$ cat src/rtl/lzd_pkg.sv
// Shared types, constants and a helper function for the LZSS de-whitening decompressor.
package lzd_pkg;

    localparam int unsigned HIST_DEPTH = 65536;
    localparam int unsigned HIST_AW    = $clog2(HIST_DEPTH);
    localparam int unsigned OUT_LANES  = 8;
    localparam int unsigned SIZE_W     = 30;
    localparam int unsigned LEN_W      = 9;
    localparam int unsigned CFG_IDX_W  = 2;
    localparam int unsigned CFG_DATA_W = 32;

    localparam logic [31:0] KS_DEFAULT = 32'h9e37_79b9;
    localparam logic [8:0]  MIN_MATCH  = 9'd4;

    localparam logic [CFG_IDX_W-1:0] CFG_EXP_SIZE = 2'd0;
    localparam logic [CFG_IDX_W-1:0] CFG_SEED     = 2'd1;
    localparam logic [CFG_IDX_W-1:0] CFG_WHITEN   = 2'd2;

    typedef enum logic [2:0] {
        ST_DATA     = 3'd0,
        ST_COMPLETE = 3'd1,
        ST_TRUNC    = 3'd2,
        ST_BADREF   = 3'd3,
        ST_OVERLONG = 3'd4,
        ST_UNEXP    = 3'd5
    } t_status;

    typedef enum logic [1:0] {
        COND_ACTIVE = 2'd0,
        COND_DONE   = 2'd1,
        COND_ERROR  = 2'd2
    } t_cond;

    typedef enum logic [1:0] {
        PH_TOKEN  = 2'd0,
        PH_OFF_HI = 2'd1,
        PH_LENGTH = 2'd2
    } t_phase;

    typedef enum logic [1:0] {
        S_IDLE = 2'd0,
        S_RD   = 2'd1,
        S_WR   = 2'd2,
        S_FIN  = 2'd3
    } t_bstate;

    typedef struct packed {
        logic [7:0] data;
        logic       first;
        logic       last;
    } t_qitem;

    typedef struct packed {
        logic               we;
        logic [HIST_AW-1:0] waddr;
        logic [7:0]         wdata;
        logic               re;
        logic [HIST_AW-1:0] raddr;
    } t_ram_req;

    function automatic logic [31:0] xorshift32(input logic [31:0] x);
        logic [31:0] y;
        y = x ^ (x << 13);
        y = y ^ (y >> 17);
        y = y ^ (y << 5);
        return y;
    endfunction

endpackage

$ cat src/rtl/lzd_queue.sv
// Two-entry queue between the input stage and the decoder.
module lzd_queue
    import lzd_pkg::*;
(
    input  logic   i_clk,
    input  logic   i_rst_n,
    input  logic   i_push,
    input  t_qitem i_item,
    output logic   o_full,
    output logic   o_valid,
    output t_qitem o_item,
    input  logic   i_pop
);

    t_qitem     r_mem [2];
    logic       r_wp;
    logic       r_rp;
    logic [1:0] r_cnt;

    assign o_full  = (r_cnt == 2'd2);
    assign o_valid = (r_cnt != 2'd0);
    assign o_item  = r_mem[r_rp];

    always_ff @(posedge i_clk) begin
        if (i_push) begin
            r_mem[r_wp] <= i_item;
        end
    end

    always_ff @(posedge i_clk) begin
        if (!i_rst_n) begin
            r_wp  <= 1'b0;
            r_rp  <= 1'b0;
            r_cnt <= 2'd0;
        end else begin
            if (i_push) begin
                r_wp <= !r_wp;
            end
            if (i_pop) begin
                r_rp <= !r_rp;
            end
            r_cnt <= r_cnt + 2'(i_push) - 2'(i_pop);
        end
    end

endmodule

$ cat config.mk
export PLATFORM = sky130hd
export DESIGN_NAME = lzd_queue
export DESIGN_NICKNAME = d
export VERILOG_FILES = /design/src/rtl/lzd_pkg.sv /design/src/rtl/lzd_queue.sv
export SDC_FILE = /design/constraint.sdc
export NUM_CORES = 1
export LEC_CHECK = 0
export ABC_AREA = 1
export BUFFER_PORTS_ARGS = -buffer_cell sky130_fd_sc_hd__buf_2
export CAP_MARGIN = 5
export CORE_ASPECT_RATIO = 0.75
export CORE_MARGIN = 3
export CORE_UTILIZATION = 45
export CTS_CLUSTER_DIAMETER = 30
export DETAILED_ROUTE_END_ITERATION = 8
export PLACE_DENSITY_LB_ADDON = 0.08
export SETUP_SLACK_MARGIN = 0.2
export SYNTH_ARGS = -nofsm -noshare
export SYNTH_HDL_FRONTEND = slang
export SYNTH_SLANG_ARGS = --single-unit
$ cat constraint.sdc
create_clock -name i_clk -period 1.95 [get_ports i_clk]
set_input_delay 0.0975 -clock i_clk [delete_from_list [all_inputs] [get_ports i_clk]]
set_output_delay 0.0975 -clock i_clk [all_outputs]
set_load 0.03 [all_outputs]
* Word level (Yosys, flattened, before mapping)
Memories as Yosys holds them, arrays and structs flattened. A register that Yosys moved wholly into a read port is not among the register bits. Index checks and enable logic that the tools add are counted.
Operators by class: equal/unequal tests 1, reduce and logical (&&, ||, !) cells 3, add/sub/neg operators 2, multiplexer cells 4
Operators by type and width (count):
- $mux W1 | 4
- $add A2 B1 Y2 | 1
- $eq A2 B2 Y1 const B | 1
- $logic_not A1 Y1 | 2
- $reduce_bool A2 Y1 | 1
- $sub A2 B1 Y2 | 1
Storage, ports and cells: bits in registers 4, bits in writable memories 20, memories kept 1, input bits 14, word-level logic and storage cells 14, output and inout port bits 12
Memory list:
- r_mem | depth 2, width 10, rd ports 1, clocked after memory_dff 1, wr ports 1, RTL line lzd_queue.sv:15 | t_qitem r_mem [2];

* Logic depth before layout (Yosys ltp)
Gate-level depths: netlist (run 1).
word-level depth 3, depth in mapped cells 7, depth with buffers taken out 7

* Least setup slack after synthesis (run 1)
No wires, ideal clock.
path kind flip-flop to flip-flop, start point register r_wp, end point memory r_mem[0][0] (netlist bit), enable pin, path slack 803 ps, period minus slack after synthesis 1147 ps, data required time 1574 ps, arrival 770 ps, library setup time 376 ps, stages on the path, launching flop included 2, path buffers 0, cells stage by stage dfxtp_1 nor2_1
RTL lines:
- start, declared | RTL line lzd_queue.sv:16 | logic r_wp;
- start signal, assigned | RTL line lzd_queue.sv:37 | r_wp <= !r_wp;
- end, declared | RTL line lzd_queue.sv:15
Straight into the memory's write port.

==> results of run 1 <==
## sequential cells by signal, indices dropped and copies added (netlist names), named ones only
signal,flops
r_cnt,2
r_mem,20
r_rp,1
r_wp,1
## cell type report
type                    instances  area (um2)  area share [%]
repair buffers                 36         233            18.4
flip-flops and latches         25         702            55.4
clock buffers                   4        26.3            2.08
multi-input cells              31         249            19.7
well taps                      24        30.0            2.37
inverters                       7        26.3            2.08
## cell usage after synthesis
cell type  number  area, um2
buf_6           1       11.3
a21oi_1         1       5.00
inv_1           7       26.3
nand3_1         1       5.00
mux2_4         10        150
ha_1            2       25.0
dfxtp_1         5        100
edfxtp_1       20        601
nand2_1         9       33.8
nor2_1          8       30.0
## worst reg2reg max path: cells and delay by family (launching register included)
| family | cells | cell delay [ns] |
|---|---|---|
| flip-flops | 1 | 0.35 |
| buffers and inverters | 2 | 0.10 |
| AND/OR/NAND/NOR | 3 | 0.22 |
| adder cells (fa/ha/maj) | 2 | 0.46 |
## routing by layer
layer	share of wire [%]	up-vias	routed length, um
met5	0	-	0
met4	0	0	0
met3	6.5	0	98
met2	50	18	764
met1	43	252	650
li1	-	299	-
## cell families after synthesis
logic type,Yosys count,share of synthesized area (%)
multiplexers,10,15.2
buffers and inverters,8,3.80
flip-flops,25,71.0
adder cells (fa/ha/maj),2,2.53
AO/OA/AOI/OAI,1,0.506
AND/OR/NAND/NOR,18,6.97
## stage by stage
stage / power [mW] / std cells
after floorplan: 0.775 / 64
after global placement: 0.824 / 113
after detailed placement: 0.830 / 113
after CTS: 1.06 / 127
after global routing: 1.10 / 127
final: 1.04 / 127
## power groups by stage
stage / Clock, mW / Sequential (mW) / Combinational (mW)
4_1_cts: 0.224 / 0.631 / 0.202
5_1_grt: 0.250 / 0.635 / 0.218
3_3_place_gp: 0 / 0.642 / 0.183
6_report: 0.209 / 0.631 / 0.199
2_1_floorplan: 0 / 0.632 / 0.143
3_5_place_dp: 0 / 0.643 / 0.186
## timing repair
action	in CTS	in global routing
hold buffers	10	0
setup buffers	0	0
hold endpoints to repair	20	0
endpoints found under the setup margin	0	6
resized for setup	0	1
## cells in the final DEF, fill, tap and decap left out
cell type,n
nand3_1,1
buf_4,1
dfxtp_2,1
dlygate4sd3_1,10
nand2_1,9
clkbuf_1,1
ha_1,2
nor2_1,8
buf_2,25
edfxtp_1,20
inv_1,7
mux2_4,10
clkbuf_4,3
a21oi_1,1
dfxtp_1,4
## worst max-delay path by stage
stage	startpoint	to	slack (ns)	depth (start not counted)
2_1_floorplan	r_wp$_SDFFE_PN0P_	r_mem[0][0]$_DFFE_PP_	0.80	1
3_3_place_gp	register	o_item[3]	0.62	2
3_5_place_dp	register	o_item[7]	0.61	2
4_1_cts	register	o_item[3]	0.25	2
5_1_grt	register	o_item[2]	0.41	2
6_report	register	o_item[3]	0.49	2
==> results_dict.tcl, run 1 <==
set metrics [dict create \
    grt_use_met3_pct 5.04 \
    drtAntennaViolNets 0 \
    gp_congestion 0.670 \
    pin_count 26 \
    dp_hpwl_um 1120 \
    n_antenna_cell 0 \
    max_slew_margin_pct 72.6 \
    critical-path-top-delay-family "flip-flops" \
    place_area_mm2 0.00114 \
    syn_avg_cell_area_um2 15.4 \
    grt_max_degree 14 \
    root_buffer "clkbuf_4" \
    fp-row-count 14 \
    fillers 168 \
    clockPowerShare_pct 20.1 \
    hold_class "in -> reg" \
    postSynthCellCount 64 \
    grt_pass1_vias 500 \
    cap_violations 0 \
    synth_seq_cells 25 \
    drive_gt1_share_pct 38.8 \
    start_util_pct 48.2 \
    dieWidth_um 60.1 \
    layout_setup_ws_ns 0.490 \
    dieArea_mm2 0.00280 \
    setup_tns_ns 0 \
    dr.pass1.iters 5 \
    cp.arrival_ns 1.36 \
    hold_end "r_cnt[0]$_SDFF_PN0_" \
    rsz0062_at_grt "false" \
    drt_iter0_markers 15 \
    gr-usage-met1_pct 12.5 \
    wl_um 1510 \
    rr_worst_depth 7 \
    max_slew.worst_pin.slew_ns 0.411 \
    cp_max_fo 10 \
    rrSetupSlack_ns 0.78 \
    switching_power_mw 0.260 \
    r2r-end "r_cnt[1]$_SDFF_PN0_" \
    critPathMaxStageDelay_ns 0.55 \
    pwr-share-comb_pct 19.2 \
    port_buffers 25 \
    power_density_mw_per_mm2 821 \
    core_area_mm2 0.00205 \
    synth_area_um2 987 \
    status "finished clean" \
    overflow 0 \
    cp_slowest_cell "dfxtp_2" \
    h-tree-depth 1 \
    cp-start-kind "register" \
    fin_area_mm2 0.00127 \
    switching_share_pct 25.0 \
    path_clk_slew_ns 0.12 \
    slew_violations 0 \
    globalRoute.busiestLayer "met2" \
    numClockSinks 25 \
    setup_viol 0 \
    clockBufferDepth 2 \
    min_from "i_rst_n" \
    hold_viol_final 0 \
    clkLatencyLatePin_ns 0.30 \
    hold_slack_ns 0.0279 \
    grt_pass1_wl_um 2210 \
    cts_tree "yes" \
    end_kind "output pin" \
    wire_per_inst_um 11.9 \
    path_cells "mux2_4 -> buf_2" \
    leakage_nw 0.564 \
    grt_use_met2_pct 21.6 \
    internal_power_mw 0.779 \
    crit_buf_inv 1 \
    grt.total_usage_pct 11.9 \
    synthesis.nets 80 \
    critPathKind "reg -> out" \
    pre_cts_slack_ns 0.614 \
    die_h_um 46.6 \
    seq_area_frac_synth_pct 71.0 \
    nets 120 \
    holdPathStages 3 \
    via_per_inst 4.48 \
    ys_warn_count 0 \
    pwr-share-seq_pct 60.7 \
    drc_errors 0 \
    max_freq_mhz 685 \
    crit_required_ns 1.85 \
    final_core_util_pct 61.8 \
    irDropWorstVdd_v 0.000641 \
    ys_types 10 \
    r2r_start "r_cnt[0]$_SDFF_PN0_" \
    layout_min_cycle_time_ns 1.46 \
    vias 569 \
    finClkSkew_ns 0.00357 \
    numCtsBuffers 3 \
    post-route-period-util_pct 74.9 \
    syn2layout_area_growth_pct 28.3 \
    antenna_found_initial 0 \
]
(Power assumes the default switching activity.)
==> run 2, diff against run 1 <==
clock period = 1.2 ns   (was 1.95 ns; I/O delays follow)
==> run 2 against run 1 <==
- core utilization rose by 8.4 points
- worst hold slack improved by 0.011 ns
- clock power rose by 67%
- wire length rose by 4.1%
- the flow now finishes with violations (negative setup slack)
- largest power group unchanged
==> results_dict.tcl, run 2 (same netlist as run 1, synthesis figures left out) <==
set metrics [dict create \
    status "complete, but fails checks" \
    violations "negative setup slack" \
    clockBufferDepth 2 \
    antenna_found_initial 0 \
    drtAntennaViolNets 0 \
    fin_area_mm2 0.00144 \
    start_util_pct 48.2 \
    syn2layout_area_growth_pct 45.6 \
    r2r_start "r_cnt[0]$_SDFF_PN0_" \
    port_buffers 25 \
    rsz0062_at_grt "true" \
    numCtsBuffers 3 \
    core_area_mm2 0.00205 \
    finClkSkew_ns 0.00241 \
    die_h_um 46.6 \
    setup_viol 10 \
    layout_setup_ws_ns -0.112 \
    power_density_mw_per_mm2 1270 \
    largest-register "r_mem" \
    min_from "i_push" \
    hold_viol_final 0 \
    drc_errors 0 \
    h-tree-depth 1 \
    cp.arrival_ns 1.25 \
    via_per_inst 4.59 \
    end_kind "output pin" \
    hold_class "in -> reg" \
    drive_gt1_share_pct 55.6 \
    layout_min_cycle_time_ns 1.31 \
    reg_top3 "r_mem x20, r_cnt x2" \
    overflow 0 \
    grt_pass1_vias 557 \
    place_area_mm2 0.00121 \
    clkLatencyLatePin_ns 0.30 \
    root_buffer "clkbuf_4" \
    fillers 141 \
    grt_max_degree 15 \
    nets 125 \
    post_cts_buffers 0 \
    vias 606 \
    leakage_nw 0.617 \
    fp-row-count 14 \
    multi_input_area_um2 293 \
    cp-start-kind "register" \
    max_freq_mhz 762 \
    path_clk_slew_ns 0.13 \
    dieArea_mm2 0.00280 \
    drt_iter0_markers 7 \
    final_common_cell "edfxtp_1" \
    cap_violations 0 \
    wl_um 1580 \
    dr.pass1.iters 5 \
    crit_required_ns 1.14 \
    critPathKind "reg -> out" \
    post-route-period-util_pct 109 \
    pin_count 26 \
    cts_tree "yes" \
    irDropWorstVdd_v 0.000961 \
    gp_congestion 0.727 \
    max_slew.worst_pin.slew_ns 0.143 \
    n_antenna_cell 0 \
    grt_pass1_wl_um 2400 \
    numClockSinks 25 \
    max_slew_margin_pct 90.5 \
    largest_register_ffs 20 \
    wire_per_inst_um 11.9 \
    seq_area_um2 706 \
    cp_max_fo 5 \
    dieWidth_um 60.1 \
    grt.total_usage_pct 12.4 \
    slew_violations 0 \
    layout_common_cells "edfxtp_1 (20), buf_6 (14), buf_2 (13), dlygate4sd3_1 (11), mux2_4 (10)" \
    hold_slack_ns 0.0391 \
]
run 2: area by class of cell:
class / instances / share of cell area [%]
Sequential cell: 25 / 49.1
Timing Repair Buffer: 41 / 24.7
Multi-Input combinational cell: 31 / 20.4
Tap cell: 24 / 2.09
Inverter: 7 / 1.83
Clock buffer: 3 / 1.57
Clock inverter: 1 / 0.348
run 2: path summary, 6_finish.rpt:
| check | to | slack, ns | depth (start not counted) |
|---|---|---|---|
| setup / recovery | o_item[4] | -0.11 | 3 |
| hold / removal | r_wp$_SDFFE_PN0P_ | 0.04 | 3 |
| setup reg to reg | r_cnt[1]$_SDFF_PN0_ | 0.11 | 6 |
| hold reg to reg | r_wp$_SDFFE_PN0P_ | 0.52 | 2 |
run 2: metal layers:
layer | share of wire, % | track usage [%]
met4 | 0.51 | 2.65
met5 | 0 | 0
met1 | 42 | 14.6
met2 | 52 | 22.2
met3 | 5.8 | 3.92
run 2: what timing repair did:
item / 4_1_cts / 5_1_grt
endpoints found under the hold margin: 23 / 0
endpoints found under the setup margin: 24 / 14
pin swaps: 0 / 1
hold buffers: 11 / 0
gates resized for setup: 29 / 5
run 2: stage by stage:
stage          instances  setup WS, ns  util [%]  setup TNS (ns)  power, mW
2_1_floorplan         64         0.187         -               0       1.29
5_1_grt              132        -0.183      70.1           -1.67       1.94
6_report             132        -0.112      70.1          -0.977       1.83
3_3_place_gp         117         0.176      58.9               0       1.38
3_5_place_dp         117         0.142      58.9               0       1.39
4_1_cts              132        -0.121      69.5           -1.13       1.83
run 2: power breakdown:
group / internal, mW / leakage [nW] / total (mW) / switching (mW)
combinational: 0.233 / 0.369 / 0.460 / 0.227
clock: 0.124 / 0.0177 / 0.350 / 0.226
sequential: 0.997 / 0.230 / 1.02 / 0.0226
total: 1.35 / 0.617 / 1.83 / 0.476
run 2: critical path, stage by stage (launching register included):
cell     delay, ns
dfxtp_2       0.36
buf_6         0.13
mux2_4        0.31
buf_6         0.14
