**config.mk**
```make
export PLATFORM = sky130hd
export DESIGN_NAME = lzd_front
export DESIGN_NICKNAME = d
export VERILOG_FILES = /design/src/rtl/lzd_pkg.sv /design/src/rtl/lzd_front.sv
export SDC_FILE = /design/constraint.sdc
export NUM_CORES = 1
export LEC_CHECK = 0
export BUFFER_PORTS_ARGS = -buffer_cell sky130_fd_sc_hd__buf_2
export CORE_MARGIN = 2
export CORE_UTILIZATION = 54
export CTS_CLUSTER_DIAMETER = 60
export DETAILED_ROUTE_END_ITERATION = 12
export PLACE_DENSITY_LB_ADDON = 0.15
export SYNTH_ARGS = -nofsm -noshare
export SYNTH_HDL_FRONTEND = slang
export SYNTH_SLANG_ARGS = --single-unit
```
**constraint.sdc**
```tcl
create_clock -name i_clk -period 2.1 [get_ports i_clk]
set_input_delay 0.21 -clock i_clk [delete_from_list [all_inputs] [get_ports i_clk]]
set_output_delay 0.21 -clock i_clk [all_outputs]
set_load 0.1 [all_outputs]
```
**src/rtl/lzd_pkg.sv**
```systemverilog
// Shared types, constants and a helper function for the LZSS de-whitening decompressor.
package lzd_pkg;

    localparam int unsigned HIST_DEPTH = 65536;
    localparam int unsigned HIST_AW    = $clog2(HIST_DEPTH);
    localparam int unsigned OUT_LANES  = 8;
    localparam int unsigned SIZE_W     = 30;
    localparam int unsigned LEN_W      = 9;
    localparam int unsigned CFG_IDX_W  = 2;
    localparam int unsigned CFG_DATA_W = 32;

    localparam logic [31:0] KS_DEFAULT = 32'h9e37_79b9;
    localparam logic [8:0]  MIN_MATCH  = 9'd4;

    localparam logic [CFG_IDX_W-1:0] CFG_EXP_SIZE = 2'd0;
    localparam logic [CFG_IDX_W-1:0] CFG_SEED     = 2'd1;
    localparam logic [CFG_IDX_W-1:0] CFG_WHITEN   = 2'd2;

    typedef enum logic [2:0] {
        ST_DATA     = 3'd0,
        ST_COMPLETE = 3'd1,
        ST_TRUNC    = 3'd2,
        ST_BADREF   = 3'd3,
        ST_OVERLONG = 3'd4,
        ST_UNEXP    = 3'd5
    } t_status;

    typedef enum logic [1:0] {
        COND_ACTIVE = 2'd0,
        COND_DONE   = 2'd1,
        COND_ERROR  = 2'd2
    } t_cond;

    typedef enum logic [1:0] {
        PH_TOKEN  = 2'd0,
        PH_OFF_HI = 2'd1,
        PH_LENGTH = 2'd2
    } t_phase;

    typedef enum logic [1:0] {
        S_IDLE = 2'd0,
        S_RD   = 2'd1,
        S_WR   = 2'd2,
        S_FIN  = 2'd3
    } t_bstate;

    typedef struct packed {
        logic [7:0] data;
        logic       first;
        logic       last;
    } t_qitem;

    typedef struct packed {
        logic               we;
        logic [HIST_AW-1:0] waddr;
        logic [7:0]         wdata;
        logic               re;
        logic [HIST_AW-1:0] raddr;
    } t_ram_req;

    function automatic logic [31:0] xorshift32(input logic [31:0] x);
        logic [31:0] y;
        y = x ^ (x << 13);
        y = y ^ (y >> 17);
        y = y ^ (y << 5);
        return y;
    endfunction

endpackage

```
**src/rtl/lzd_front.sv**
```systemverilog
// Input stage: keystream generation and, when enabled, de-whitening of each accepted byte.
module lzd_front
    import lzd_pkg::*;
(
    input  logic        i_clk,
    input  logic        i_rst_n,
    input  logic        i_valid,
    input  logic [7:0]  i_byte,
    input  logic        i_first,
    input  logic        i_last,
    output logic        o_ready,
    input  logic [31:0] i_seed,
    input  logic        i_whiten,
    input  logic        i_q_full,
    output logic        o_q_push,
    output t_qitem      o_q_item
);

    logic [31:0] r_ks;
    logic [31:0] n_ks;
    logic [31:0] w_start;

    assign o_ready  = !i_q_full;
    assign o_q_push = i_valid && !i_q_full;
    assign w_start  = i_first ? ((i_seed != 32'd0) ? i_seed : KS_DEFAULT) : r_ks;
    assign n_ks     = xorshift32(w_start);

    always_comb begin
        o_q_item.data  = i_whiten ? (i_byte ^ n_ks[31:24]) : i_byte;
        o_q_item.first = i_first;
        o_q_item.last  = i_last;
    end

    always_ff @(posedge i_clk) begin
        if (!i_rst_n) begin
            r_ks <= KS_DEFAULT;
        end else if (o_q_push) begin
            r_ks <= n_ks;
        end
    end

endmodule

```
* After elaboration in Yosys (flattened, before gate mapping)
Index checks and enable logic that the tools add are counted.
** Cells by class
- Shifts and indexed selects :: 0
- Divide/modulo/power cells :: 0
- Muxes and demuxes :: 3
- Reduce and logical (&&, ||, !) cells :: 3
- Eq/ne operators :: 0
- Magnitude comparators :: 0
- $mul :: 0
- $add $sub $neg :: 0
- Bitwise operators :: 4
** Operator list (number)
- 2-to-1 mux 32 bit :: 2
- bitwise XOR 32 bit :: 2
- nonzero test 32 bit :: 1
- bitwise XOR 32 x 15 -> 32 bit :: 1
- 2-to-1 mux 8 bit :: 1
- bitwise XOR 8 bit :: 1
- logical AND 1 bit :: 1
- zero test 1 bit :: 1
** Storage, ports and cells
- Latch bits :: 0
- Bits in writable memories :: 0
- Output and inout bits :: 12
- Memory bits (read-only) :: 0
- Bits in registers :: 32
- Memories kept :: 0

* Depth between registers and ports, before layout
Gate-level depths: netlist of run 1.
- Depth in word-level cells :: 8
- Depth in mapped cells :: 9
- Depth with buffers taken out :: 7

* Worst setup path after synthesis of run 1
OpenSTA, ideal clock, no wires.
- Path type :: input port to output port
- Start :: in i_first
- End :: out o_q_item[5] (netlist bit)
- Stages :: 9
- Slack :: -1.117 ns
- Arrival :: 3.007 ns
- Required time :: 1.890 ns
- Cells stage by stage :: buf_2 -> buf_2 -> buf_2 -> buf_2 -> nor2_1 -> a21oi_1 -> xnor2_1 -> nand2_1 -> xnor2_1
** RTL lines
- start, declared :: line lzd_front.sv:9 : input logic i_first,
- end, declared :: line lzd_front.sv:16 : output t_qitem o_q_item

==> flow_summary.json, run 1 <==
{
  "yosysSeqAreaShare": 0.253,
  "intPower_uw": 1810,
  "clkLatencyLatePin_ns": 0.29,
  "detail_route.wl_per_cell_um": 19.5,
  "synth_edf_count": 0,
  "fillers": 223,
  "grt_max_degree": 39,
  "synth_area_mm2": 0.00253,
  "grt_pass1_vias": 2522,
  "hpwl_um": 5790,
  "cp-start-kind": "flip-flop",
  "regMostFlops": "r_ks",
  "p_leak_uw": 0.00167,
  "ys_seq_elements": 32,
  "start_util": 0.570,
  "avgSynthCellArea_um2": 8.18,
  "drtPass1Iterations": 5,
  "cts_sinks": 32,
  "crit_type": "reg -> out",
  "io_pins": 59,
  "viasPerCell": 6.08,
  "die_w_um": 72.5,
  "netSwitchingFraction": 0.400,
  "timing.max_cap.violations": 0,
  "n_antenna_cell": 0,
  "drcViolationCount": 0,
  "crit_arrival_ns": 2.15,
  "max_freq_mhz": 423,
  "clockPowerShare": 0.222,
  "drive_above_1_share": 0.452,
  "power_density_mw_per_mm2": 773,
  "die_area_mm2": 0.00526,
  "numPortBuffers": 56,
  "dpl_cell_area_mm2": 0.00347,
  "synth_ff_type": "dfxtp_1",
  "finalCriticalPeriod_ns": 2.36,
  "r2r_cells": 10,
  "cts_made_buffers": 5,
  "final_util": 0.878,
  "status": "complete, but fails checks",
  "design_area_mm2": 0.00390,
  "peakVddDrop_mv": 0.458,
  "switching_power_uw": 1210,
  "hold_class": "in -> reg",
  "drv_slew": 0,
  "wl_um": 9110,
  "cts_tree": "done",
  "largestRegisters": "r_ks x32",
  "synth_cell_types": 40,
  "post-route-period-util": 1.13,
  "place_congestion": 0.911,
  "p_seq_frac": 0.241,
  "cts_buffer_depth": 2,
  "overflow": 0,
  "syn_inst": 310,
  "max_slew_margin": 0.611,
  "ys_async_sr_fraction": 0,
  "largest_reg_flops": 32,
  "syn2layout_area_growth_pct": 53.9,
  "whs_path_depth": 3,
  "nNetsFinal": 462,
  "path_max_fanout": 3,
  "grtUsageTotal": 0.321,
  "most-common-layout-cells": "buf_4 (61), xnor2_1 (42), buf_2 (42), nand2_1 (40), nor2_1 (27)",
  "num_rows": 24,
  "root_buffer": "clkbuf_8",
  "ant_nets": 0,
  "die_h_um": 72.5,
  "setup_viol": 5,
  "combPwrFrac": 0.537,
  "clock_skew_ns": 0.0109,
  "crit_path_end_kind": "output port",
  "htree_levels": 2,
  "drt_iter0_drc": 347,
  "violations": "setup timing",
  "hold_viol_final": 0,
  "coreArea_mm2": 0.00444,
  "rsz0062_at_grt": "true",
  "path_clk_slew_ns": 0.07,
  "r2r_slack_ns": 0.02,
  "dr_total_vias": 2844,
  "worstMarginPinSlew_ns": 0.583,
  "yosys_warnings": 0,
  "worst_ep_required_time_ns": 1.89,
  "layout_setup_ws_ns": -0.264,
  "layout_commonest_cell": "buf_4",
  "grt_pass1_wl_um": 12700,
  "antenna_found_initial": 0,
  "synth_nets": 357
}
==> cell type report <==
type | count | area, um2 | area share
timing repair buffer | 118 | 920 | 0.236
inverter | 4 | 15.0 | 0.00385
tap | 52 | 65.1 | 0.0167
sequential | 32 | 651 | 0.167
clock inverter | 1 | 30.0 | 0.00770
clock buffer | 7 | 96.3 | 0.0247
multi-input combinational | 254 | 2120 | 0.545
==> power by group through the flow <==
stage / Combinational, uW / Clock (uW) / Sequential [uW]
finish: 1620 / 670 / 727
CTS: 1520 / 668 / 719
global route: 1700 / 706 / 730
global placement: 1440 / 0 / 729
detailed placement: 1460 / 0 / 731
floorplan: 1020 / 0 / 718
==> metrics by stage <==
step                worst slack, ns  TNS, ns  std cells  hold WS (ns)  power [uW]
floorplan                    -0.181   -0.338        310         0.419        1730
global placement             -0.236    -1.85        451         0.421        2170
global route                 -0.318    -1.09        468         0.380        3140
detailed placement           -0.314    -2.94        451         0.421        2190
CTS                         -0.0672   -0.227        463         0.358        2900
finish                       -0.264   -0.630        468         0.377        3010
==> cell families (layout without fill, tap and decap cells) <==
kind of cell	count (synthesis)	count (layout)	share of synthesized area
AO/OA/AOI/OAI	61	61	0.190
XOR/XNOR	85	85	0.311
buffers and inverters	24	130	0.0439
flip-flops	32	32	0.253
multiplexers	4	4	0.0158
AND/OR/NAND/NOR	104	104	0.186
==> layer usage <==
layer	track usage	share of wire	up-vias	routed length [um]
met4	0.103	0.034	0	306
met2	0.512	0.47	195	4290
met5	0	0	-	0
met3	0.0583	0.10	34	940
li1	-	-	1260	-
met1	0.440	0.39	1355	3580
==> cells in the mapped netlist, drive strengths merged, types with 4 or more instances <==
cell / instances / area (um2)
xnor2: 54 / 495
nand2: 46 / 173
dfxtp: 32 / 641
xor2: 30 / 270
nor2: 27 / 101
a21oi: 21 / 105
o211ai: 13 / 108
clkbuf: 12 / 45.0
nand2b: 9 / 56.3
o22ai: 9 / 76.3
buf: 8 / 51.3
nor4: 8 / 50.1
a31oi: 6 / 52.6
nand3: 5 / 25.0
a211oi: 4 / 35.0
mux2i: 4 / 40.0
nor3: 4 / 20.0
==> worst max-delay path, cell delays in order (launching register included) <==
cell,delay [ns]
dfxtp_2,0.34
xor2_1,0.17
nor2_1,0.08
a31oi_1,0.29
o41ai_4,0.18
xor2_1,0.27
nand2_2,0.15
xnor2_4,0.18
buf_12,0.19
==> what timing repair did <==
| item | 4_1_cts | 5_1_grt |
|---|---|---|
| hold buffers | 0 | 0 |
| buffers inserted | 4 | 5 |
| endpoints found under the setup margin | 8 | 12 |
| pin swaps | 12 | 9 |
| resized for setup | 23 | 31 |
==> final timing paths <==
path                       to     start
hold reg to reg      r_ks[24]  r_ks[24]
setup reg to reg     r_ks[17]  r_ks[16]
setup / recovery  o_q_item[7]  r_ks[11]
hold / removal       r_ks[18]   i_rst_n
Note: power is estimated with default switching activity, not from simulation.
==> run 2, diff against run 1 <==
--- a/config.mk
+++ b/config.mk
@@ -12,3 +12,3 @@
 export DETAILED_ROUTE_END_ITERATION = 12
-export PLACE_DENSITY_LB_ADDON = 0.15
+export PLACE_DENSITY = 0.8
 export SYNTH_ARGS = -nofsm -noshare
--- a/constraint.sdc
+++ b/constraint.sdc
@@ -3,2 +3,2 @@
 set_output_delay 0.21 -clock i_clk [all_outputs]
-set_load 0.1 [all_outputs]
+set_load 0.02 [all_outputs]
==> run 2 against run 1 <==
  * The run still ends with setup timing left
  * Clock-buffer cell count down 1
  * Wire length down 14%
  * Die area unchanged
  * Power down 24%
  * Combinational power down 33%
  * Clock skew down 0.0056 ns
  * Clock power down 24%
  * Non-clock buffer count down 9
  * Sequential share of layout area up 2.2 points
  * Highest routed layer unchanged
==> flow_summary.json, run 2 (synthesized netlist as in run 1, its figures left out) <==
{
  "hold_class": "in -> reg",
  "p_leak_uw": 0.00149,
  "drtPass1Iterations": 5,
  "dp_slack_ns": -0.176,
  "overflow": 0,
  "root_buffer": "clkbuf_8",
  "cts_buffer_depth": 2,
  "finalCriticalPeriod_ns": 2.11,
  "antenna_found_initial": 0,
  "layout_commonest_cell": "buf_4",
  "crit_type": "in -> out",
  "detail_route.wl_per_cell_um": 17.2,
  "start_util": 0.570,
  "hpwl_um": 5690,
  "status": "complete, but fails checks",
  "syn2layout_area_growth_pct": 35.2,
  "nNetsFinal": 453,
  "fillers": 314,
  "multi_input_area_mm2": 0.00190,
  "max_slew_margin": 0.614,
  "regMostFlops": "r_ks",
  "crit_path_end_kind": "output port",
  "final_util": 0.771,
  "cts_tree": "done",
  "cts_sinks": 32,
  "design_area_mm2": 0.00343,
  "power_density_mw_per_mm2": 672,
  "largestRegisters": "r_ks x32",
  "grt_pass1_wl_um": 12400,
  "path_clk_slew_ns": 0.07,
  "clock_skew_ns": 0.00526,
  "peakVddDrop_mv": 0.357,
  "regArea_um2": 646,
  "worstMarginPinSlew_ns": 0.579,
  "instances_no_fill": 459,
  "ant_nets": 0,
  "rsz0062_at_grt": "true",
  "dr_total_vias": 2663,
  "dp_cells": 448,
  "drive_above_1_share": 0.376,
  "wl_um": 7880,
  "place_congestion": 0.954,
  "timing.max_cap.violations": 0,
  "worst_ep_required_time_ns": 1.89,
  "n_antenna_cell": 0,
  "die_w_um": 72.5,
  "drt_iter0_drc": 215,
  "cp-start-kind": "input pin",
  "max_freq_mhz": 475,
  "most-common-layout-cells": "buf_4 (53), buf_2 (52), xnor2_1 (51), nand2_1 (46), dfxtp_1 (28)",
  "cts_made_buffers": 5,
  "post-route-period-util": 1.00,
  "clkLatencyLatePin_ns": 0.29,
  "drv_slew": 0,
  "die_h_um": 72.5,
  "htree_levels": 2,
  "path_max_fanout": 4,
  "coreArea_mm2": 0.00444,
  "grt_pass1_vias": 2643,
  "cts.hold.buffers_added": 0,
  "layout_setup_ws_ns": -0.00737,
  "drcViolationCount": 0,
  "grt_max_degree": 39,
  "grtUsageTotal": 0.311,
  "crit_arrival_ns": 1.90,
  "violations": "setup timing",
  "numPortBuffers": 56,
  "dpl_cell_area_mm2": 0.00317,
  "hold_viol_final": 0,
  "die_area_mm2": 0.00526,
  "io_pins": 59,
  "num_rows": 24,
  "viasPerCell": 5.80,
  "setup_viol": 1,
  "largest_reg_flops": 32
}
==> run 2: metal layers <==
| metal | wire length (um) | GRT usage |
|---|---|---|
| met5 | 0 | 0 |
| met2 | 3770 | 0.534 |
| met4 | 413 | 0.150 |
| met3 | 604 | 0.0431 |
| met1 | 3080 | 0.383 |
==> run 2: what timing repair did <==
action | 4_1_cts | 5_1_grt
buffers inserted | 2 | 1
gates resized for setup | 13 | 15
pin swaps | 9 | 8
endpoints found under the setup margin | 5 | 7
==> run 2: path summary, 6_finish.rpt <==
kind	startpoint	end	slack (ns)	cells past startpoint
min	i_rst_n	r_ks[13]	0.36	3
max	i_seed[27]	o_q_item[8]	-0.007	10
min reg2reg	r_ks[30]	r_ks[30]	0.47	2
max reg2reg	r_ks[13]	r_ks[9]	0.29	7
==> run 2: cell type report <==
cell class / count / share of cell area
Clock buffer: 6 / 0.0241
Clock inverter: 2 / 0.00292
Inverter: 4 / 0.00438
Multi-Input combinational cell: 254 / 0.554
Sequential cell: 32 / 0.188
Tap cell: 52 / 0.0190
Timing Repair Buffer: 109 / 0.208
==> run 2: where the power goes <==
group / switching [uW] / total, uW / internal (uW)
clock: 248 / 510 / 262
combinational: 563 / 1080 / 513
sequential: 54.1 / 720 / 666
==> run 2: per-stage QoR <==
stage / hold slack (ns) / power, uW / setup TNS (ns)
after CTS: 0.346 / 2270 / -0.0636
after global placement: 0.420 / 1700 / -0.216
final: 0.357 / 2310 / -0.00737
after detailed placement: 0.420 / 1730 / -0.682
after floorplan: 0.419 / 1410 / 0
after global routing: 0.351 / 2410 / -0.434
==> run 2: critical path, cell delays in order <==
cell and delay (ns):
buf_2 0.13, nor4_4 0.30, and4_4 0.29, buf_4 0.12, a2111o_1 0.13, o211ai_1 0.11, xnor2_1 0.20, nand2_1 0.09
xnor2_1 0.14, buf_4 0.16
