--- src/rtl/lzd_pkg.sv ---
// Shared types, constants and a helper function for the LZSS de-whitening decompressor.
package lzd_pkg;

    localparam int unsigned HIST_DEPTH = 65536;
    localparam int unsigned HIST_AW    = $clog2(HIST_DEPTH);
    localparam int unsigned OUT_LANES  = 8;
    localparam int unsigned SIZE_W     = 30;
    localparam int unsigned LEN_W      = 9;
    localparam int unsigned CFG_IDX_W  = 2;
    localparam int unsigned CFG_DATA_W = 32;

    localparam logic [31:0] KS_DEFAULT = 32'h9e37_79b9;
    localparam logic [8:0]  MIN_MATCH  = 9'd4;

    localparam logic [CFG_IDX_W-1:0] CFG_EXP_SIZE = 2'd0;
    localparam logic [CFG_IDX_W-1:0] CFG_SEED     = 2'd1;
    localparam logic [CFG_IDX_W-1:0] CFG_WHITEN   = 2'd2;

    typedef enum logic [2:0] {
        ST_DATA     = 3'd0,
        ST_COMPLETE = 3'd1,
        ST_TRUNC    = 3'd2,
        ST_BADREF   = 3'd3,
        ST_OVERLONG = 3'd4,
        ST_UNEXP    = 3'd5
    } t_status;

    typedef enum logic [1:0] {
        COND_ACTIVE = 2'd0,
        COND_DONE   = 2'd1,
        COND_ERROR  = 2'd2
    } t_cond;

    typedef enum logic [1:0] {
        PH_TOKEN  = 2'd0,
        PH_OFF_HI = 2'd1,
        PH_LENGTH = 2'd2
    } t_phase;

    typedef enum logic [1:0] {
        S_IDLE = 2'd0,
        S_RD   = 2'd1,
        S_WR   = 2'd2,
        S_FIN  = 2'd3
    } t_bstate;

    typedef struct packed {
        logic [7:0] data;
        logic       first;
        logic       last;
    } t_qitem;

    typedef struct packed {
        logic               we;
        logic [HIST_AW-1:0] waddr;
        logic [7:0]         wdata;
        logic               re;
        logic [HIST_AW-1:0] raddr;
    } t_ram_req;

    function automatic logic [31:0] xorshift32(input logic [31:0] x);
        logic [31:0] y;
        y = x ^ (x << 13);
        y = y ^ (y >> 17);
        y = y ^ (y << 5);
        return y;
    endfunction

endpackage

--- src/rtl/lzd_back.sv ---
// Decoder: LZSS token handling, history copy, result packing and stream status.
module lzd_back
    import lzd_pkg::*;
(
    input  logic              i_clk,
    input  logic              i_rst_n,
    input  logic              i_q_valid,
    input  t_qitem            i_q_item,
    output logic              o_q_pop,
    input  logic [SIZE_W-1:0] i_exp_size,
    output t_ram_req          o_ram,
    input  logic [7:0]        i_ram_rdata,
    output logic              o_valid,
    input  logic              i_ready,
    output logic [63:0]       o_bytes,
    output logic [3:0]        o_count,
    output t_status           o_status,
    output logic              o_last
);

    t_bstate           r_state, n_state;
    logic [SIZE_W-1:0] r_prod, n_prod;
    logic [7:0]        r_flags, n_flags;
    logic [3:0]        r_tok, n_tok;
    t_phase            r_phase, n_phase;
    logic [15:0]       r_off, n_off;
    t_cond             r_cond, n_cond;
    logic [LEN_W-1:0]  r_len, n_len;
    t_status           r_term, n_term;
    logic              r_ilast, n_ilast;
    logic [63:0]       r_acc, n_acc;
    logic [3:0]        r_cnt, n_cnt;
    logic              r_ov, n_ov;
    logic [63:0]       r_ob, n_ob;
    logic [3:0]        r_oc, n_oc;
    t_status           r_os, n_os;
    logic              r_ol, n_ol;

    logic              w_free;
    logic [SIZE_W-1:0] v_prod;
    logic [7:0]        v_flags;
    logic [3:0]        v_tok;
    t_phase            v_phase;
    logic [15:0]       v_off;
    t_cond             v_cond;
    logic              v_copy;
    logic              v_lit;
    logic [LEN_W-1:0]  v_len;
    logic [SIZE_W:0]   v_end;
    logic [63:0]       v_acc;
    logic [3:0]        v_cnt;

    assign w_free   = !r_ov || i_ready;
    assign o_valid  = r_ov;
    assign o_bytes  = r_ob;
    assign o_count  = r_oc;
    assign o_status = r_os;
    assign o_last   = r_ol;

    always_comb begin
        n_state = r_state;
        n_prod  = r_prod;
        n_flags = r_flags;
        n_tok   = r_tok;
        n_phase = r_phase;
        n_off   = r_off;
        n_cond  = r_cond;
        n_len   = r_len;
        n_term  = r_term;
        n_ilast = r_ilast;
        n_acc   = r_acc;
        n_cnt   = r_cnt;
        n_ov    = r_ov && !i_ready;
        n_ob    = r_ob;
        n_oc    = r_oc;
        n_os    = r_os;
        n_ol    = r_ol;
        o_q_pop = 1'b0;
        o_ram   = '0;
        v_prod  = r_prod;
        v_flags = r_flags;
        v_tok   = r_tok;
        v_phase = r_phase;
        v_off   = r_off;
        v_cond  = r_cond;
        v_copy  = 1'b0;
        v_lit   = 1'b0;
        v_len   = '0;
        v_end   = '0;
        v_acc   = '0;
        v_cnt   = '0;
        case (r_state)
            S_IDLE: begin
                if (i_q_valid) begin
                    o_q_pop = 1'b1;
                    if (i_q_item.first) begin
                        v_prod  = '0;
                        v_flags = '0;
                        v_tok   = 4'd8;
                        v_phase = PH_TOKEN;
                        v_off   = '0;
                        v_cond  = COND_ACTIVE;
                    end
                    n_prod  = v_prod;
                    n_flags = v_flags;
                    n_tok   = v_tok;
                    n_phase = v_phase;
                    n_off   = v_off;
                    n_cond  = v_cond;
                    n_ilast = i_q_item.last;
                    n_acc   = '0;
                    n_cnt   = '0;
                    if (v_cond == COND_ACTIVE) begin
                        if (v_prod >= i_exp_size) begin
                            n_cond  = COND_ERROR;
                            n_term  = ST_UNEXP;
                            n_state = S_FIN;
                        end else begin
                            if (v_phase == PH_TOKEN) begin
                                if (v_tok >= 4'd8) begin
                                    n_flags = i_q_item.data;
                                    n_tok   = 4'd0;
                                end else if (v_flags[v_tok[2:0]]) begin
                                    n_off   = {8'd0, i_q_item.data};
                                    n_phase = PH_OFF_HI;
                                end else begin
                                    o_ram.we    = 1'b1;
                                    o_ram.waddr = v_prod[HIST_AW-1:0];
                                    o_ram.wdata = i_q_item.data;
                                    n_prod      = v_prod + SIZE_W'(1);
                                    n_acc       = {56'd0, i_q_item.data};
                                    n_cnt       = 4'd1;
                                    n_tok       = v_tok + 4'd1;
                                    v_lit       = 1'b1;
                                end
                            end else if (v_phase == PH_OFF_HI) begin
                                n_off   = {i_q_item.data, v_off[7:0]};
                                n_phase = PH_LENGTH;
                            end else begin
                                v_len   = {1'b0, i_q_item.data} + MIN_MATCH;
                                v_end   = {1'b0, v_prod} + (SIZE_W+1)'(v_len);
                                n_phase = PH_TOKEN;
                                n_tok   = v_tok + 4'd1;
                                v_copy  = 1'b1;
                                if (v_off == 16'd0 || SIZE_W'(v_off) > v_prod) begin
                                    n_cond  = COND_ERROR;
                                    n_term  = ST_BADREF;
                                    n_state = S_FIN;
                                end else if (v_end > {1'b0, i_exp_size}) begin
                                    n_cond  = COND_ERROR;
                                    n_term  = ST_OVERLONG;
                                    n_state = S_FIN;
                                end else begin
                                    n_len   = v_len;
                                    n_state = S_RD;
                                end
                            end
                            if (!v_copy) begin
                                if (n_prod == i_exp_size) begin
                                    n_cond  = COND_DONE;
                                    n_term  = ST_COMPLETE;
                                    n_state = S_FIN;
                                end else if (i_q_item.last) begin
                                    n_cond  = COND_ERROR;
                                    n_term  = ST_TRUNC;
                                    n_state = S_FIN;
                                end else if (v_lit) begin
                                    n_term  = ST_DATA;
                                    n_state = S_FIN;
                                end
                            end
                        end
                    end
                end
            end
            S_RD: begin
                o_ram.re    = 1'b1;
                o_ram.raddr = r_prod[HIST_AW-1:0] - r_off;
                n_state     = S_WR;
            end
            S_WR: begin
                if (r_cnt != 4'(OUT_LANES) || w_free) begin
                    v_acc = r_acc;
                    v_cnt = r_cnt;
                    if (r_cnt == 4'(OUT_LANES)) begin
                        n_ov  = 1'b1;
                        n_ob  = r_acc;
                        n_oc  = r_cnt;
                        n_os  = ST_DATA;
                        n_ol  = 1'b0;
                        v_acc = '0;
                        v_cnt = '0;
                    end
                    for (int i = 0; i < OUT_LANES; i++) begin
                        if (v_cnt[2:0] == 3'(i)) begin
                            v_acc[8*i +: 8] = i_ram_rdata;
                        end
                    end
                    n_acc       = v_acc;
                    n_cnt       = v_cnt + 4'd1;
                    o_ram.we    = 1'b1;
                    o_ram.waddr = r_prod[HIST_AW-1:0];
                    o_ram.wdata = i_ram_rdata;
                    n_prod      = r_prod + SIZE_W'(1);
                    n_len       = r_len - LEN_W'(1);
                    if (r_len == LEN_W'(1)) begin
                        n_state = S_FIN;
                        if (n_prod == i_exp_size) begin
                            n_cond = COND_DONE;
                            n_term = ST_COMPLETE;
                        end else if (r_ilast) begin
                            n_cond = COND_ERROR;
                            n_term = ST_TRUNC;
                        end else begin
                            n_term = ST_DATA;
                        end
                    end else begin
                        n_state = S_RD;
                    end
                end
            end
            S_FIN: begin
                if (w_free) begin
                    n_ov    = 1'b1;
                    n_ob    = r_acc;
                    n_oc    = r_cnt;
                    n_os    = r_term;
                    n_ol    = 1'b1;
                    n_state = S_IDLE;
                end
            end
            default: begin
                n_state = S_IDLE;
            end
        endcase
    end

    always_ff @(posedge i_clk) begin
        if (!i_rst_n) begin
            r_state <= S_IDLE;
            r_prod  <= '0;
            r_flags <= '0;
            r_tok   <= 4'd8;
            r_phase <= PH_TOKEN;
            r_off   <= '0;
            r_cond  <= COND_ACTIVE;
            r_len   <= '0;
            r_term  <= ST_DATA;
            r_ilast <= 1'b0;
            r_cnt   <= '0;
            r_ov    <= 1'b0;
        end else begin
            r_state <= n_state;
            r_prod  <= n_prod;
            r_flags <= n_flags;
            r_tok   <= n_tok;
            r_phase <= n_phase;
            r_off   <= n_off;
            r_cond  <= n_cond;
            r_len   <= n_len;
            r_term  <= n_term;
            r_ilast <= n_ilast;
            r_cnt   <= n_cnt;
            r_ov    <= n_ov;
        end
    end

    always_ff @(posedge i_clk) begin
        r_acc <= n_acc;
        r_ob  <= n_ob;
        r_oc  <= n_oc;
        r_os  <= n_os;
        r_ol  <= n_ol;
    end

endmodule

--- config.mk ---
export PLATFORM = sky130hd
export DESIGN_NAME = lzd_back
export DESIGN_NICKNAME = d
export VERILOG_FILES = /design/src/rtl/lzd_pkg.sv /design/src/rtl/lzd_back.sv
export SDC_FILE = /design/constraint.sdc
export NUM_CORES = 1
export LEC_CHECK = 0
export BUFFER_PORTS_ARGS = -buffer_cell sky130_fd_sc_hd__buf_4
export CAP_MARGIN = 15
export CELL_PAD_IN_SITES_DETAIL_PLACEMENT = 1
export CELL_PAD_IN_SITES_GLOBAL_PLACEMENT = 2
export CORE_MARGIN = 4
export CORE_UTILIZATION = 37
export DETAILED_ROUTE_END_ITERATION = 6
export PLACE_DENSITY_LB_ADDON = 0.1
export SKIP_CTS_REPAIR_TIMING = 1
export SYNTH_ARGS = -nofsm -noshare
export SYNTH_HDL_FRONTEND = slang
export SYNTH_SLANG_ARGS = --single-unit
--- constraint.sdc ---
create_clock -name i_clk -period 8.3 [get_ports i_clk]
set_input_delay 1.245 -clock i_clk [delete_from_list [all_inputs] [get_ports i_clk]]
set_output_delay 1.245 -clock i_clk [all_outputs]
set_load 0.005 [all_outputs]
## Word-level counts from Yosys, hierarchy flattened

Index checks and enable logic that the tools add are counted.

- Add/subtract/negate cells: 8
- Order comparisons: 5
- Eq/ne operators: 36
- Mux-type cells: 181
- Reductions and logical operators: 28

Operators by type and width:

| kind | number |
|---|---|
| 30-bit two-way mux | 14 |
| 64-bit two-way mux | 6 |
| 64-bit case mux with 2 select lines | 2 |
| 25-bit two-way mux | 7 |
| 8-bit two-way mux | 20 |
| 16-bit two-way mux | 9 |
| 2-bit two-way mux | 42 |
| 9-bit two-way mux | 8 |
| 4-bit two-way mux | 17 |
| 30-bit by 1-bit adder with 30-bit output (second input constant) | 2 |
| 30-bit equality test | 2 |
| 30-bit case mux with 2 select lines | 1 |
| 25-bit case mux with 2 select lines | 1 |
| 3-bit two-way mux | 16 |
| 4-bit AND reduction | 10 |
| 30-bit by 9-bit adder with 31-bit output | 1 |
| 31-bit by 30-bit > comparator with 1-bit output | 1 |
| 30-bit >= comparator | 1 |
| 16-bit by 30-bit > comparator with 1-bit output | 1 |
| 1-bit two-way mux | 27 |
| 3-bit != test (second input constant) | 9 |
| 2-bit != test (second input constant) | 11 |
| 9-bit case mux with 2 select lines | 1 |
| 17-bit two-way mux | 1 |
| other kinds (31) | 48 |

- Flip-flop bits (word level): 218
- Input bits: 52
- Output and inout port bits: 116

## Logic depth before layout (Yosys ltp)

- Depth after elaboration: 20
- Mapped depth: 28
- Mapped depth without buffers: 23

## Worst setup path after synthesis

No wires, ideal clock.

- Kind: input to register
- Start: in i_q_item[1] in the netlist's numbering
- End: reg r_len[3]
- Setup time: 130 ps
- Arrival time: 6,654 ps
- Required time: 8,170 ps
- Path slack: 1,516 ps
- Stages: 27
- Path buffers: 5
- Path through: clkbuf_1 > buf_2 > clkbuf_1 > nor2b_1 > fa_1 > a21o_1 > a21oi_1 > o21ai_0 > a31o_2 > and2_1 > o21ai_0 > nor2_1 > nand2_1 > xnor2_1 > ha_1 > a21o_1 > a21o_1 > a21oi_1 > o21ai_0 > a2111oi_0 > nor3_1 > a31o_2 > o31a_1 > clkbuf_1 > clkbuf_1 > o211ai_1 > o31ai_1

- Longest elaborated chain between the ends: 7
- Elaborated cells between the ends (all ways): 28
- Those cells by class: 1 x add/sub; 3 x order compare; 7 x eq/ne; 12 x mux; 5 x reduce/logical

RTL lines:

| element | RTL line | text |
|---|---|---|
| start: declaration | lzd_back.sv:8 | `input t_qitem i_q_item,` |
| 30-bit two-way mux / 16-bit two-way mux (equally long branches) | lzd_back.sv:96 | `if (i_q_item.first) begin` |
| 30-bit two-way mux / 16-bit two-way mux (equally long branches) | lzd_back.sv:94 | `if (i_q_valid) begin` |
| 30-bit two-way mux / 16-bit two-way mux (equally long branches) | lzd_back.sv:92 | `case (r_state)` |
| 30-bit by 9-bit adder with 31-bit output (tied with other cells) | lzd_back.sv:141 | `v_end = {1'b0, v_prod} + (SIZE_W+1)'(v_len);` |
| 31-bit by 30-bit > comparator with 1-bit output / 1-bit logical OR (equally long branches) | lzd_back.sv:149, lzd_back.sv:145 |  |
| 2-bit != test (no source line) | - |  |
| 9-bit AND reduction (no source line) * | - |  |
| end signal: assignment | lzd_back.sv:260 | `r_len <= n_len;` |
| end: declaration | lzd_back.sv:28 | `logic [LEN_W-1:0] r_len, n_len;` |

Every way passes the cells marked *; elsewhere a longest branch is shown, timed or not. The select of a mux whose other input is x is not followed.
A chain may end at the register's enable or synchronous reset.

==> results.py <==
metrics = {
    "run_status": {
        "outcome": "finished clean",
    },
    "setup_path": {
        "crit_fanout": 43,
        "reg2reg_to": "r_len[5]",
        "r2r_cells": 24,
        "startpoint_type": "input port",
        "timing.rr.start": "r_prod[1]",
        "r2r_slack_ns": 1.72,
        "crit_required_ns": 7.05,
        "arrival_ns": 5.84,
        "end_kind": "output port",
        "crit_type": "in2out",
    },
    "clocking": {
        "path_clk_slew_ns": 0.06,
        "cts_buffers": 26,
        "worstSkewPairLatency_ns": 0.57,
        "cts-root-buf": "clkbuf_16",
        "cts.sinks": 218,
        "cts_tree": "done",
        "clk_path_buf_depth": 3,
        "cts_max_level": 1,
    },
    "synth": {
        "ys_seq_elements": 218,
        "yosys_warnings": 0,
        "syn_inst": 1761,
        "synth_edf_count": 136,
        "yosysSeqAreaShare": 0.3715,
        "synth_cell_types": 85,
        "postSynthAreaPerCell_um2": 8.751,
        "syn_nets": 1932,
        "synthArstFlopShare": 0,
        "syn_area_um2": 15410,
        "ys.flop_type": "edfxtp_1",
    },
    "global_route": {
        "grt.met2_usage": 0.4548,
        "grt.overflow.total": 0,
        "grt_busiest_layer": "met2",
        "grt_pass1_vias": 14562,
        "grtUsageTotal": 0.2834,
        "grt_pass1_wl_um": 95770,
        "grt_max_degree": 73,
        "grt_antenna_before_repair": 1,
        "met3_usage": 0.03630,
        "grtUsageMet1": 0.3945,
    },
    "placed_design": {
        "place_area_um2": 17260,
        "routabilityCongestion": 1.001,
        "port_buffers": 167,
        "hpwlAfterDp_um": 51060,
    },
    "sta": {
        "slew_violations": 0,
        "setup_viol": 0,
        "rsz0062_at_grt": "false",
        "tns_ns": 0,
        "timing.final.crit_share": 0.8537,
        "tightestPinTransition_ns": 1.087,
        "finClkSkew_ns": 0.03818,
        "period_minus_slack_ns": 7.085,
        "fmax_mhz": 141.1,
        "hold_violations": 0,
        "slew_headroom": 0.2700,
    },
    "pwr": {
        "ir_drop_mv": 0.1190,
        "p_int_mw": 2.257,
        "combPwrFrac": 0.221,
        "power_frac_seq": 0.408,
        "clkPwrFrac": 0.371,
        "power.density_nw_per_um2": 180.0,
        "power_leakage_nw": 7.204,
        "switching_share": 0.3098,
        "switching_power_mw": 1.013,
    },
    "route": {
        "drtPass1Iterations": 5,
        "vias_per_cell": 5.907,
        "routedWlPerCell_um": 26.87,
        "drtIter0Drc": 1147,
        "wl_um": 65840,
        "vias": 14473,
        "drc_errors": 0,
        "drtAntennaViolNets": 0,
    },
    "worst_hold_path": {
        "hold_path.startpoint": "r_acc[46]",
        "min_path_type": "reg2reg",
        "min_to": "o_bytes[46]",
        "hold_depth": 0,
    },
    "cells_and_area": {
        "nNetsFinal": 2069,
        "finalInstanceArea_um2": 18160,
        "synthToLayoutAreaGrowth_pct": 17.87,
        "layout-drive-gt1-share": 0.1449,
        "nFillCells": 4803,
        "diodes": 0,
    },
    "floorplanning": {
        "dieWidth_um": 212.1,
        "dieArea_um2": 44980,
        "core-area_um2": 41020,
        "ioPinCount": 168,
        "rows": 74,
        "start_util": 0.3757,
        "die_h_um": 212.1,
    },
    "run": {
        "cap_violations": 0,
    },
}
-- placed cells by master (no fill, tap or decap), types with 76 or more instances in the layout --
| cell | netlist | final |
|---|---|---|
| dfxtp_1 | 82 | 82 |
| ha_1 | 117 | 117 |
| xnor2_1 | 112 | 112 |
| o21ai_0 | 76 | 76 |
| edfxtp_1 | 136 | 136 |
| nand2_1 | 139 | 139 |
| nor2_1 | 224 | 221 |
| inv_1 | 89 | 89 |
| a21oi_1 | 109 | 109 |
| buf_4 | 0 | 204 |
-- layout make-up --
type | count | area [µm²] | area share
multi-input cells | 1354 | 8986 | 0.4947
flip-flops and latches | 218 | 5725 | 0.3152
repair buffers | 204 | 1531 | 0.08431
clock buffers | 30 | 675.6 | 0.03720
well taps | 532 | 665.6 | 0.03665
inverters | 94 | 352.8 | 0.01943
clock inverters | 18 | 226.5 | 0.01247
-- sequential cells by signal, indices dropped and copies added, names as in the netlist, 8 cells and up --
signal	cells
o_bytes	64
r_acc	64
r_flags	8
r_len	9
r_off	16
r_prod	30
-- synthesized netlist by cell type (all sizes together), types with 5 or more instances --
cell type / number / area, µm²
inv: 89 / 334.1
nor3: 42 / 215.2
a22o: 24 / 210.2
dfxtp: 82 / 1642
buf: 17 / 82.58
nand4: 41 / 262.8
o2bb2ai: 7 / 61.31
a31oi: 17 / 106.4
or2: 5 / 31.28
and3: 21 / 131.4
o31ai: 10 / 75.07
o21ai: 77 / 385.4
a2bb2o: 6 / 60.06
o211ai: 10 / 75.07
and4: 9 / 81.33
ha: 117 / 1464
o221a: 5 / 56.30
mux2i: 10 / 100.1
a211oi: 13 / 110.1
or4: 6 / 45.04
nor2b: 45 / 281.5
nand2b: 17 / 106.4
clkbuf: 78 / 292.8
a21o: 31 / 232.7
xnor2: 112 / 980.9
edfxtp: 136 / 4084
o21a: 8 / 60.06
xor2: 36 / 315.3
nor2: 224 / 840.8
nor3b: 5 / 37.54
nor4: 30 / 247.7
clkinv: 5 / 18.77
o21bai: 6 / 45.04
nand2: 139 / 521.8
o22ai: 18 / 112.6
or3: 7 / 43.79
nand3: 53 / 265.3
a21oi: 110 / 554.3
a22oi: 8 / 60.06
and2: 14 / 87.58
-- power groups by stage --
| stage | sequential [mW] | clock (mW) | combinational (mW) |
|---|---|---|---|
| 6_report | 1.33 | 1.21 | 0.723 |
| 4_1_cts | 1.33 | 1.23 | 0.721 |
| 3_3_place_gp | 1.35 | 0 | 0.701 |
| 5_1_grt | 1.34 | 1.28 | 0.785 |
| 3_5_place_dp | 1.35 | 0 | 0.717 |
| 2_1_floorplan | 1.32 | 0 | 0.436 |
-- layer usage --
metal / up-vias / share of wire
li1: 6663 / -
met1: 7254 / 0.45
met2: 444 / 0.46
met3: 110 / 0.056
met4: 2 / 0.038
met5: - / 0.00011
-- how the worst max path moves through the flow --
stage,startpoint,endpoint,slack [ns],cells past startpoint
after floorplan,i_q_item[1],r_len[3],1.52,27
after global placement,i_q_item[1],r_len[5],1.13,25
after detailed placement,i_q_item[1],r_len[5],1.02,25
after CTS,i_q_item[1],o_ram[31],1.27,18
after global routing,i_q_item[1],o_ram[31],0.93,18
final,i_q_item[1],o_ram[31],1.21,18
-- critical path, stage by stage --
cell      delay, ns
buf_4          0.43
inv_1          0.44
buf_4          0.33
nand2_1        0.27
inv_1          0.17
ha_1           0.21
a21o_1         0.17
a21o_1         0.17
a21oi_1        0.15
o21ai_0        0.16
nand2b_1       0.11
and4_1         0.54
nand2_1        0.14
nor2_1         0.53
nor2_1         0.08
buf_4          0.25
nor2b_1        0.21
buf_4          0.14
-- logic make-up after synthesis --
family	after synthesis	share of synthesized area
simple gates	667	0.2129
buf+inv	189	0.04726
fa+ha+maj	119	0.09760
xor+xnor	148	0.08412
compound gates	407	0.1777
flops	218	0.3715
mux	13	0.008931
-- stage by stage --
step | utilization | total power [mW] | std cells | hold WS, ns | worst slack, ns
2_1_floorplan | - | 1.759 | 1761 | 0.4003 | 1.516
3_3_place_gp | 0.4208 | 2.049 | 2402 | 0.4011 | 1.130
3_5_place_dp | 0.4208 | 2.071 | 2402 | 0.4052 | 1.023
4_1_cts | 0.4428 | 3.288 | 2450 | 0.4194 | 1.273
5_1_grt | 0.4428 | 3.404 | 2450 | 0.4274 | 0.9266
6_report | 0.4428 | 3.270 | 2450 | 0.4166 | 1.215
Note: power is estimated with default switching activity, not from simulation.
